File: src/design/chs_pkg.sv
// Shared types, constants and the arctangent table for the compass heading unit.
`default_nettype none

package chs_pkg;

	// Default number of CORDIC cells and the largest count the table supports.
	localparam int CORDIC_STEPS_DEF = 16;
	localparam int ATAN_TABLE_LEN   = 24;

	// Input and output field widths.
	localparam int IN_W  = 16;
	localparam int ABS_W = IN_W + 1;
	localparam int DEG_W = 9;

	// CORDIC datapath: prescale by 2^14, magnitudes stay below 2^31 after gain.
	localparam int PRESCALE_BITS = 14;
	localparam int CW            = 34;

	// Angle accumulator in degrees with 16 fractional bits.
	localparam int FRAC_BITS = 16;
	localparam int ZW        = 26;
	localparam int AW        = 23;
	localparam int HW        = 25;

	localparam logic [AW-1:0] Q90  = AW'(90 * 65536);
	localparam logic [HW-1:0] Q180 = HW'(180 * 65536);
	localparam logic [HW-1:0] Q360 = HW'(360 * 65536);

	// Fixed headings for the axis cases.
	localparam logic [DEG_W-1:0] DEG_ZERO = 9'd0;
	localparam logic [DEG_W-1:0] DEG_90   = 9'd90;
	localparam logic [DEG_W-1:0] DEG_180  = 9'd180;
	localparam logic [DEG_W-1:0] DEG_270  = 9'd270;
	localparam logic [DEG_W-1:0] DEG_MAX  = 9'd359;

	// Word handed from one CORDIC cell to the next.
	typedef struct packed {
		logic                    axis;
		logic [DEG_W-1:0]        axis_deg;
		logic                    x_neg;
		logic                    y_neg;
		logic signed [CW-1:0]    cx;
		logic signed [CW-1:0]    cy;
		logic signed [ZW-1:0]    z;
	} chs_word_t;

	// atan(2^-i) in degrees times 65536, rounded to nearest.
	function automatic logic signed [ZW-1:0] chs_atan_q16(input int i);
		logic signed [ZW-1:0] r;
		case (i)
			0:       r = ZW'(2949120);
			1:       r = ZW'(1740967);
			2:       r = ZW'(919879);
			3:       r = ZW'(466945);
			4:       r = ZW'(234379);
			5:       r = ZW'(117304);
			6:       r = ZW'(58666);
			7:       r = ZW'(29335);
			8:       r = ZW'(14668);
			9:       r = ZW'(7334);
			10:      r = ZW'(3667);
			11:      r = ZW'(1833);
			12:      r = ZW'(917);
			13:      r = ZW'(458);
			14:      r = ZW'(229);
			15:      r = ZW'(115);
			16:      r = ZW'(57);
			17:      r = ZW'(29);
			18:      r = ZW'(14);
			19:      r = ZW'(7);
			20:      r = ZW'(4);
			21:      r = ZW'(2);
			22:      r = ZW'(1);
			default: r = '0;
		endcase
		return r;
	endfunction

endpackage

`default_nettype wire

File: src/design/chs_xy_if.sv
// Channel that carries one x/y field sample word.
`default_nettype none

interface chs_xy_if;
	logic                valid;
	logic                ready;
	logic signed [15:0]  x_component;
	logic signed [15:0]  y_component;

	modport source (output valid, output x_component, output y_component, input ready);
	modport sink (input valid, input x_component, input y_component, output ready);
endinterface

`default_nettype wire

File: src/design/chs_hdg_if.sv
// Channel that carries one heading word.
`default_nettype none

interface chs_hdg_if;
	logic        valid;
	logic        ready;
	logic [8:0]  heading_deg;

	modport source (output valid, output heading_deg, input ready);
	modport sink (input valid, input heading_deg, output ready);
endinterface

`default_nettype wire

File: src/design/chs_cell.sv
// One vectoring CORDIC iteration with its own pipeline register.
`default_nettype none

module chs_cell #(
	parameter int STEP = 0
) (
	input  logic               clk,
	input  logic               arst_n,
	input  logic               up_valid,
	input  chs_pkg::chs_word_t up_word,
	output logic               up_ready,
	output logic               dn_valid,
	output chs_pkg::chs_word_t dn_word,
	input  logic               dn_ready
);
	import chs_pkg::*;

	logic                 valid_s1;
	chs_word_t            word_s1;
	chs_word_t            word_nx;
	logic signed [CW-1:0] dx;
	logic signed [CW-1:0] dy;

	// The cell takes a word when it is empty or its word moves on.
	assign up_ready = !valid_s1 || dn_ready;

	// Rotate toward the x axis; the shifts round toward minus infinity.
	always_comb begin
		word_nx = up_word;
		dx      = up_word.cy >>> STEP;
		dy      = up_word.cx >>> STEP;
		if (up_word.cy > 0) begin
			word_nx.cx = up_word.cx + dx;
			word_nx.cy = up_word.cy - dy;
			word_nx.z  = up_word.z + chs_atan_q16(STEP);
		end else begin
			word_nx.cx = up_word.cx - dx;
			word_nx.cy = up_word.cy + dy;
			word_nx.z  = up_word.z - chs_atan_q16(STEP);
		end
	end

	// Valid bit is control state and is reset; the payload is not.
	always_ff @(posedge clk or negedge arst_n) begin
		if (!arst_n) begin
			valid_s1 <= 1'b0;
		end else if (up_ready) begin
			valid_s1 <= up_valid;
		end
	end

	always_ff @(posedge clk) begin
		if (up_ready && up_valid) begin
			word_s1 <= word_nx;
		end
	end

	assign dn_valid = valid_s1;
	assign dn_word  = word_s1;

endmodule

`default_nettype wire

File: src/design/chs_fold.sv
// Quadrant fold, degree truncation and the output register.
`default_nettype none

module chs_fold (
	input  logic               clk,
	input  logic               arst_n,
	input  logic               up_valid,
	input  chs_pkg::chs_word_t up_word,
	output logic               up_ready,
	chs_hdg_if.source          hdg
);
	import chs_pkg::*;

	logic             valid_s1;
	logic [DEG_W-1:0] heading_s1;
	logic [AW-1:0]    a;
	logic [HW-1:0]    h;
	logic [DEG_W-1:0] deg;

	assign up_ready = !valid_s1 || hdg.ready;

	// Clamp the first-quadrant angle, fold in the quadrant, keep whole degrees; axis words take their fixed heading.
	always_comb begin
		if (up_word.z < 0) begin
			a = '0;
		end else if (up_word.z > $signed({{(ZW-AW){1'b0}}, Q90})) begin
			a = Q90;
		end else begin
			a = up_word.z[AW-1:0];
		end
		if (!up_word.x_neg && up_word.y_neg) begin
			h = HW'(a);
		end else if (up_word.x_neg && up_word.y_neg) begin
			h = Q180 - HW'(a);
		end else if (up_word.x_neg) begin
			h = Q180 + HW'(a);
		end else begin
			h = Q360 - HW'(a);
		end
		if (up_word.axis) begin
			deg = up_word.axis_deg;
		end else if (h[HW-1:FRAC_BITS] > DEG_MAX) begin
			deg = DEG_MAX;
		end else begin
			deg = h[HW-1:FRAC_BITS];
		end
	end

	always_ff @(posedge clk or negedge arst_n) begin
		if (!arst_n) begin
			valid_s1 <= 1'b0;
		end else if (up_ready) begin
			valid_s1 <= up_valid;
		end
	end

	always_ff @(posedge clk) begin
		if (up_ready && up_valid) begin
			heading_s1 <= deg;
		end
	end

	assign hdg.valid       = valid_s1;
	assign hdg.heading_deg = heading_s1;

endmodule

`default_nettype wire

File: src/design/compass_heading_from_xy_unit.sv
// Each sample word is registered in every CORDIC cell, then in the fold register.
// Throughput: one word per cycle while the output is not stalled; a chain of CORDIC
// cells, one iteration each, sets it. Every cell has its own valid bit, so a stalled
// output stops only the words behind it and empty cells still take new words.
// Reset (arst_n low) clears all valid bits at once; no word is in flight afterwards.
`default_nettype none

module compass_heading_from_xy_unit #(
	parameter int CORDIC_STEPS = chs_pkg::CORDIC_STEPS_DEF
) (
	input  logic      clk,
	input  logic      arst_n,
	chs_xy_if.sink    xy,
	chs_hdg_if.source hdg
);
	import chs_pkg::*;

	localparam int PAD_W = CW - ABS_W - PRESCALE_BITS;

	chs_word_t        word_in;
	chs_word_t        word_c  [0:CORDIC_STEPS];
	logic             valid_c [0:CORDIC_STEPS];
	logic             ready_c [0:CORDIC_STEPS];
	logic [ABS_W-1:0] ax;
	logic [ABS_W-1:0] ay;
	logic             x_zero;
	logic             y_zero;

	// Magnitudes, signs and the axis cases of the incoming word.
	always_comb begin
		x_zero = (xy.x_component == '0);
		y_zero = (xy.y_component == '0);
		ax = xy.x_component[IN_W-1] ? (ABS_W'(0) - {xy.x_component[IN_W-1], xy.x_component})
		                            : {1'b0, xy.x_component};
		ay = xy.y_component[IN_W-1] ? (ABS_W'(0) - {xy.y_component[IN_W-1], xy.y_component})
		                            : {1'b0, xy.y_component};
		word_in.x_neg = xy.x_component[IN_W-1];
		word_in.y_neg = xy.y_component[IN_W-1];
		word_in.axis  = x_zero || y_zero;
		if (x_zero) begin
			word_in.axis_deg = xy.y_component[IN_W-1] ? DEG_90 : (y_zero ? DEG_ZERO : DEG_270);
		end else begin
			word_in.axis_deg = xy.x_component[IN_W-1] ? DEG_180 : DEG_ZERO;
		end
		word_in.cx = $signed({{PAD_W{1'b0}}, ax, {PRESCALE_BITS{1'b0}}});
		word_in.cy = $signed({{PAD_W{1'b0}}, ay, {PRESCALE_BITS{1'b0}}});
		word_in.z  = '0;
	end

	assign word_c[0]  = word_in;
	assign valid_c[0] = xy.valid;
	assign xy.ready   = ready_c[0];

	// Chain of CORDIC cells, one iteration per cell.
	for (genvar i = 0; i < CORDIC_STEPS; i++) begin : g_cell
		chs_cell #(
			.STEP (i)
		) u_cell (
			.clk      (clk),
			.arst_n   (arst_n),
			.up_valid (valid_c[i]),
			.up_word  (word_c[i]),
			.up_ready (ready_c[i]),
			.dn_valid (valid_c[i+1]),
			.dn_word  (word_c[i+1]),
			.dn_ready (ready_c[i+1])
		);
	end

	// Quadrant fold and output register.
	chs_fold u_fold (
		.clk      (clk),
		.arst_n   (arst_n),
		.up_valid (valid_c[CORDIC_STEPS]),
		.up_word  (word_c[CORDIC_STEPS]),
		.up_ready (ready_c[CORDIC_STEPS]),
		.hdg      (hdg)
	);

endmodule

`default_nettype wire

File: src/flat_wrapper.sv
// flat-port wrapper written by rule: the top's interface ports become plain ports
module compass_heading_from_xy_unit_flat import chs_pkg::*;
#(
	parameter int CORDIC_STEPS = chs_pkg::CORDIC_STEPS_DEF
)
  (clk, arst_n, xy_valid, xy_x_component, xy_y_component, xy_ready, hdg_valid, hdg_heading_deg, hdg_ready);
  chs_xy_if xy_i ();
  chs_hdg_if hdg_i ();
  input  logic clk;
  input  logic arst_n;
  input wire logic [$bits(xy_i.valid)-1:0] xy_valid;
  input wire logic [$bits(xy_i.x_component)-1:0] xy_x_component;
  input wire logic [$bits(xy_i.y_component)-1:0] xy_y_component;
  output wire logic [$bits(xy_i.ready)-1:0] xy_ready;
  output wire logic [$bits(hdg_i.valid)-1:0] hdg_valid;
  output wire logic [$bits(hdg_i.heading_deg)-1:0] hdg_heading_deg;
  input wire logic [$bits(hdg_i.ready)-1:0] hdg_ready;
  assign xy_i.valid = xy_valid;
  assign xy_i.x_component = xy_x_component;
  assign xy_i.y_component = xy_y_component;
  assign xy_ready = xy_i.ready;
  assign hdg_valid = hdg_i.valid;
  assign hdg_heading_deg = hdg_i.heading_deg;
  assign hdg_i.ready = hdg_ready;
  compass_heading_from_xy_unit #(.CORDIC_STEPS(CORDIC_STEPS)) u_core (.clk(clk), .arst_n(arst_n), .xy(xy_i), .hdg(hdg_i));
endmodule
File: config.mk
export PLATFORM = sky130hd
export DESIGN_NAME = compass_heading_from_xy_unit_flat
export DESIGN_NICKNAME = d
export VERILOG_FILES = /design/src/design/chs_pkg.sv /design/src/design/chs_xy_if.sv /design/src/design/chs_hdg_if.sv /design/src/design/chs_cell.sv /design/src/design/chs_fold.sv /design/src/design/compass_heading_from_xy_unit.sv /design/src/flat_wrapper.sv
export SDC_FILE = /design/constraint.sdc
export NUM_CORES = 2
export LEC_CHECK = 0
export ABC_CLOCK_PERIOD_IN_PS = 21400
export BUFFER_PORTS_ARGS = -buffer_cell sky130_fd_sc_hd__buf_2
export CAP_MARGIN = 20
export CORE_MARGIN = 2
export CORE_UTILIZATION = 45
export DETAILED_ROUTE_END_ITERATION = 8
export PLACE_DENSITY = 0.66
export SLEW_MARGIN = 20
export SYNTH_ARGS = -nofsm -noshare
export SYNTH_HDL_FRONTEND = slang
export SYNTH_SLANG_ARGS = --single-unit
File: constraint.sdc
create_clock -name clk -period 21.4 [get_ports clk]
set_clock_uncertainty 0.1 [all_clocks]
set_input_delay 3.21 -clock clk [delete_from_list [all_inputs] [get_ports clk]]
set_output_delay 3.21 -clock clk [all_outputs]
set_load 0.01 [all_outputs]
Word level (Yosys, flattened, before mapping):

Cells that the tools add are included.

* bits in registers: 1620
* ROM bits: 0
* memories: 0
* bits in latches: 0
* output and inout port bits: 11
* word-level logic and storage cells: 326
* bits in writable memories: 0

* div/mod/pow operators: 0
* reduce and logical (&&, ||, !) cells: 57
* bitwise logic cells: 0
* shift operators: 0
* magnitude comparators: 19
* equality and inequality tests: 0
* mux-type cells: 29
* multiply operators: 0
* add/sub/neg operators: 94

Operators with widths (number)
* 2-to-1 mux 94 bit: 15
* > comparator 34 x 1 -> 1 bit (second input constant): 15
* 2-to-1 mux 25 bit: 3
* adder 34 x 20 -> 34 bit: 2
* adder 34 x 21 -> 34 bit: 2
* adder 34 x 22 -> 34 bit: 2
* adder 34 x 23 -> 34 bit: 2
* adder 34 x 24 -> 34 bit: 2
* adder 34 x 25 -> 34 bit: 2
* adder 34 x 26 -> 34 bit: 2
* adder 34 x 27 -> 34 bit: 2
* adder 34 x 28 -> 34 bit: 2
* adder 34 x 29 -> 34 bit: 2
* adder 34 x 30 -> 34 bit: 2
* adder 34 x 31 -> 34 bit: 2
* adder 34 x 32 -> 34 bit: 2
* adder 34 x 33 -> 34 bit: 2
* subtractor 34 x 20 -> 34 bit: 2
* subtractor 34 x 21 -> 34 bit: 2
* subtractor 34 x 22 -> 34 bit: 2
* subtractor 34 x 23 -> 34 bit: 2
* subtractor 34 x 24 -> 34 bit: 2
* subtractor 34 x 25 -> 34 bit: 2
* subtractor 34 x 26 -> 34 bit: 2
* other kinds (56): 124

Longest topological paths before layout:

* depth in word-level cells: 19
* depth in mapped cells: 29
* mapped depth without buffers: 26

Cells and area by module:

A second synthesis with hierarchy kept.

* cell total of the unflattened synthesis: 15778
* area total of the unflattened synthesis: 148484.9 um2

By module, submodules not included
* chs_cell at u_core.g_cell[9].u_cell: instances 1, cells each 1034, area an instance 9496.6 um2
* chs_cell at u_core.g_cell[4].u_cell: instances 1, cells each 1017, area an instance 9432.8 um2
* chs_cell at u_core.g_cell[0].u_cell: instances 1, cells each 1044, area an instance 9406.5 um2
* chs_cell at u_core.g_cell[11].u_cell: instances 1, cells each 1012, area an instance 9404.0 um2
* chs_cell at u_core.g_cell[2].u_cell: instances 1, cells each 991, area an instance 9392.8 um2
* chs_cell at u_core.g_cell[1].u_cell: instances 1, cells each 972, area an instance 9317.7 um2
* chs_cell at u_core.g_cell[14].u_cell: instances 1, cells each 999, area an instance 9270.1 um2
* chs_cell at u_core.g_cell[7].u_cell: instances 1, cells each 981, area an instance 9213.8 um2
* chs_cell at u_core.g_cell[5].u_cell: instances 1, cells each 984, area an instance 9162.5 um2
* chs_cell at u_core.g_cell[6].u_cell: instances 1, cells each 949, area an instance 9158.8 um2
* chs_cell at u_core.g_cell[13].u_cell: instances 1, cells each 970, area an instance 9072.5 um2
* chs_cell at u_core.g_cell[3].u_cell: instances 1, cells each 925, area an instance 9046.2 um2
* chs_cell at u_core.g_cell[12].u_cell: instances 1, cells each 940, area an instance 8907.3 um2
* chs_cell at u_core.g_cell[10].u_cell: instances 1, cells each 901, area an instance 8827.2 um2
* +4 rows

Least setup slack after synthesis:

No wires, ideal clock.

* path type: input to register
* start point: input hdg_ready
* end point: register u_core.g_cell[5].u_cell.word_s1 (netlist bit u_core.g_cell[5].u_cell.dn_word[100]) (enable)
* cell stages on the path: 8
* slack: 9.367 ns
* path buffers: 0
* setup time: 0.719 ns
* arrival: 11.214 ns
* data required time: 20.581 ns
* path through: nor2b_1 > nand3_1 > nor2_1 > nand3_1 > nor2_1 > nand3_1 > nor2_1 > a21boi_0

* word-level cells in the longest chain between the ends: 13

Ends and longest elaborated chain
* start, declared: RTL line flat_wrapper.sv:17 `input wire logic [$bits(hdg_i.ready)-1:0] hdg_ready;`
* logical OR 1 bit: RTL line chs_fold.sv:20 `assign up_ready = !valid_s1 || hdg.ready;`
* logical OR 1 bit (11 in series): RTL line chs_cell.sv:25 `assign up_ready = !valid_s1 || dn_ready;`
* logical AND 1 bit: RTL line chs_cell.sv:53 `if (up_ready && up_valid) begin`
* end signal, assigned: RTL line chs_cell.sv:54 `word_s1 <= word_nx;`
* end, declared: RTL line chs_cell.sv:19 `chs_word_t word_s1;`

No other way between the ends.
A chain may end at the register's enable or synchronous reset.

Worst setup path after layout:

* start point: input hdg_ready
* end point: output xy_ready

* word-level cells in the longest chain between the ends: 17

Ends and longest elaborated chain
* logical OR 1 bit: RTL line chs_fold.sv:20
* logical OR 1 bit (16 in series): RTL line chs_cell.sv:25
* end, declared: RTL line flat_wrapper.sv:14 `output wire logic [$bits(xy_i.ready)-1:0] xy_ready;`

No other way between the ends.

==> impl_metrics.csv <==
group,metric,value,unit
grt,grt_pass1_wl,445,mm
detailed_routing,antenna_left,0,
logic_synthesis,yosys.area.top_type,"edfxtp_1",
placement,dp.final_hpwl,226,mm
cts,ctsHoldBuffers,0,
logic_synthesis,synth-edff-count,1381,
sta,finalHoldViolations,0,
detailed_routing,vias_per_cell,5.82,
layout,drive_above_1_share,0.0485,
detailed_routing,dr.pass1.iters,5,
floorplan,die_w,497,um
hold_path,hold_path.startpoint,"u_core.g_cell[3].u_cell.dn_word[99]",
logic_synthesis,synth.area.mux_share,0.00542,
grt,grt_pass1_vias,82200,
logic_synthesis,syn_inst,11100,
sta,relSlewSlack,0.196,
cts,cts.sinks,1398,
logic_synthesis,seq_area_frac_synth,0.383,
logic_synthesis,ys_warn_count,0,
grt,grt_usage,0.222,
detailed_routing,wl,282,mm
sta,finalSetupViolations,0,
logic_synthesis,synth.avg_cell_area,9.87,um^2
logic_synthesis,yosys-top-cells-area,"edfxtp_1 38%, ha_1 14%, xnor2_1 8.7%, a21oi_1 4.4%, xor2_1 4.0%",
logic_synthesis,synth.top_cell.area_share,0.379,
floorplan,rows,181,
grt,antenna_found_initial,7,
worst_setup_path,critPathLaunchType,"primary input",
worst_setup_path,cp_slowest_stage_delay,0.45,ns
cts,clk_pin_slew,0.06,ns
logic_synthesis,synthAdderAreaFrac,0.144,
worst_setup_path,required,18.09,ns
cts,cts_resized,0,
sta,worst_pin_slew,1.20,ns
logic_synthesis,synth_top_family_by_area,"compound AO/OA/AOI/OAI gates",
layout,nNetsFinal,12500,
logic_synthesis,synth_area,109000,um^2
worst_setup_path,crit_chain,"buf_2 > nor2b_1 > nand3_1 > nor2_1 > nand2_1 > nor4_1 > buf_4 > and3_1 > nand3_1 > buf_2",
flow_run,maxCapViolCount,0,
logic_synthesis,synthTopCellsByCount,"1,381 x edfxtp_1, 1,199 x ha_1, 1,092 x xnor2_1, 954 x a21oi_1, 865 x nor2_1",
cts,cts-root-buf,"clkbuf_16",
worst_setup_path,path_max_fanout,5,
logic_synthesis,yosysMostFrequentCell,"edfxtp_1",
worst_setup_path,critPathKind,"in2out",
floorplan,die_area,247000,um^2
detailed_routing,via_count,84800,
worst_setup_path,cp_top_family,"simple AND/OR/NAND/NOR gates",
worst_setup_path,cp_num_cells,10,
logic_synthesis,ys_types,90,
logic_synthesis,async_flop_share,0.0122,
cts,postCtsSetupRepairBufs,0,
detailed_routing,wl_per_cell,19.4,um
detailed_routing,drt_iter0_drc,6420,
logic_synthesis,yosys.area_share.simple,0.139,
floorplan,coreArea,243000,um^2
sta,rsz0062_at_grt,"false",
hold_path,hold_path_depth,0,
logic_synthesis,synth_ff_type,"edfxtp_1",
cts,cts_made_buffers,167,
sta,max_freq,112,MHz
worst_setup_path,arrival,5.63,ns
worst_setup_path,worstReg2RegStart,"u_core.g_cell[11].u_cell.dn_word[42]",
worst_setup_path,slowest_stage,"nor2_1",
outcome,status,"completed",
placement,place_congestion,0.923,
layout,area_growth,9.15,%
grt,grt_overflow,0,
detailed_routing,drc,0,
cts,cts_htree_levels,4,
cts,clkLatencyLatePin,0.87,ns
sta,finalCritPeriodShare,0.418,
hold_path,hp-class,"reg2reg",
worst_setup_path,critPathCaptureType,"output port",
logic_synthesis,synth_compound_area_frac,0.180,
worst_setup_path,ff2ff_setup_slack,13.46,ns
worst_setup_path,worst-path-buf-inv,3,
sta,final.setup.tns,0,ns
logic_synthesis,synth-seq-cells,1398,
sta,period_needed,8.94,ns
worst_setup_path,r2r_cells,25,
sta,finalMaxSlewViolations,0,
grt,grt_max_degree,91,
hold_path,whs_endpoint,"u_core.g_cell[4].u_cell.dn_word[99]",
floorplan,die_y,497,um
floorplan,io-pin-count,47,
layout,fill_cells,21800,
cts,cts_tree,"done",
placement,port_buffers,46,
cts,clock_path_buffers,3,
logic_synthesis,synth_xor_area_frac,0.127,
worst_setup_path,r2r-end,"u_core.g_cell[12].u_cell.dn_word[59]",
floorplan,initial_core_util,0.451,
## layout make-up
cell class | count | area [um^2] | share of cell area
clock inverters | 126 | 1380 | 0.0116
repair buffers | 111 | 722 | 0.00604
multi-input cells | 9067 | 65400 | 0.547
inverters | 485 | 1820 | 0.0152
well taps | 3202 | 4010 | 0.0335
flip-flops and latches | 1398 | 41900 | 0.351
clock buffers | 184 | 4240 | 0.0355
diodes | 5 | 12.5 | 0.000105
## flip-flops by register name (all words and copies together), names as in the netlist
| name | flops |
|---|---|
| u_core.g_cell.u_cell.dn_word | 1372 |
| u_core.g_cell.u_cell.dn_valid | 16 |
| u_core.u_fold.hdg.heading_deg | 9 |
| u_core.u_fold.hdg.valid | 1 |
## layout by cell type, fill, tap and decap left out, types with 154 or more instances in the layout
cell type | synthesis | routed
nand3_1 | 216 | 216
o31ai_1 | 183 | 182
inv_1 | 474 | 474
nand2b_1 | 179 | 179
xnor2_1 | 1092 | 1092
ha_1 | 1199 | 1199
clkbuf_16 | 0 | 167
nor2_1 | 865 | 862
o21a_1 | 171 | 171
a21o_1 | 375 | 375
nand2_1 | 628 | 628
edfxtp_1 | 1381 | 1381
o21ai_0 | 592 | 592
o21bai_1 | 159 | 159
a21oi_1 | 954 | 952
nor3_1 | 319 | 319
xor2_1 | 499 | 499
nor2b_1 | 161 | 154
## cells by family (layout without fill, tap and decap cells)
| family | count (synthesis) | count (layout) |
|---|---|---|
| other cells | 2 | 11 |
| flops | 1398 | 1398 |
| compound gates | 3086 | 3086 |
| xor+xnor | 1592 | 1592 |
| mux | 56 | 56 |
| fa+ha+maj | 1235 | 1235 |
| simple gates | 3092 | 3092 |
| buf+inv | 629 | 906 |
## layer usage
metal | track usage | part of all wire | vias to the layer above | wire [um]
met5 | 0 | 0.000067 | - | 19
met4 | 0.0721 | 0.031 | 4 | 8770
met1 | 0.285 | 0.44 | 40800 | 124000
met3 | 0.0270 | 0.047 | 446 | 13200
met2 | 0.385 | 0.48 | 1972 | 136000
li1 | - | - | 41600 | -
## worst max path at each step
stage                    from                                   end  slack (ns)
floorplan           hdg_ready  u_core.g_cell[5].u_cell.dn_word[100]        9.37
global placement    hdg_ready                              xy_ready       12.40
detailed placement  hdg_ready                              xy_ready       12.42
CTS                 hdg_ready                              xy_ready       12.39
global route        hdg_ready                              xy_ready       12.19
finish              hdg_ready                              xy_ready       12.46
## per-stage QoR
step | hold slack [ns] | std cells | setup WS, ns | cell area, um^2 | util
after floorplan | 0.300 | 11100 | 9.37 | 110000 | -
after global placement | 0.303 | 14300 | 12.40 | 114000 | 0.469
after detailed placement | 0.305 | 14300 | 12.42 | 114000 | 0.469
after CTS | 0.300 | 14600 | 12.39 | 119000 | 0.493
after global routing | 0.312 | 14600 | 12.19 | 120000 | 0.493
final | 0.301 | 14600 | 12.46 | 120000 | 0.493
Power is left out: the tool's default activity adds up to more than one toggle a clock period on the data nets, which glitch-free logic cannot reach.
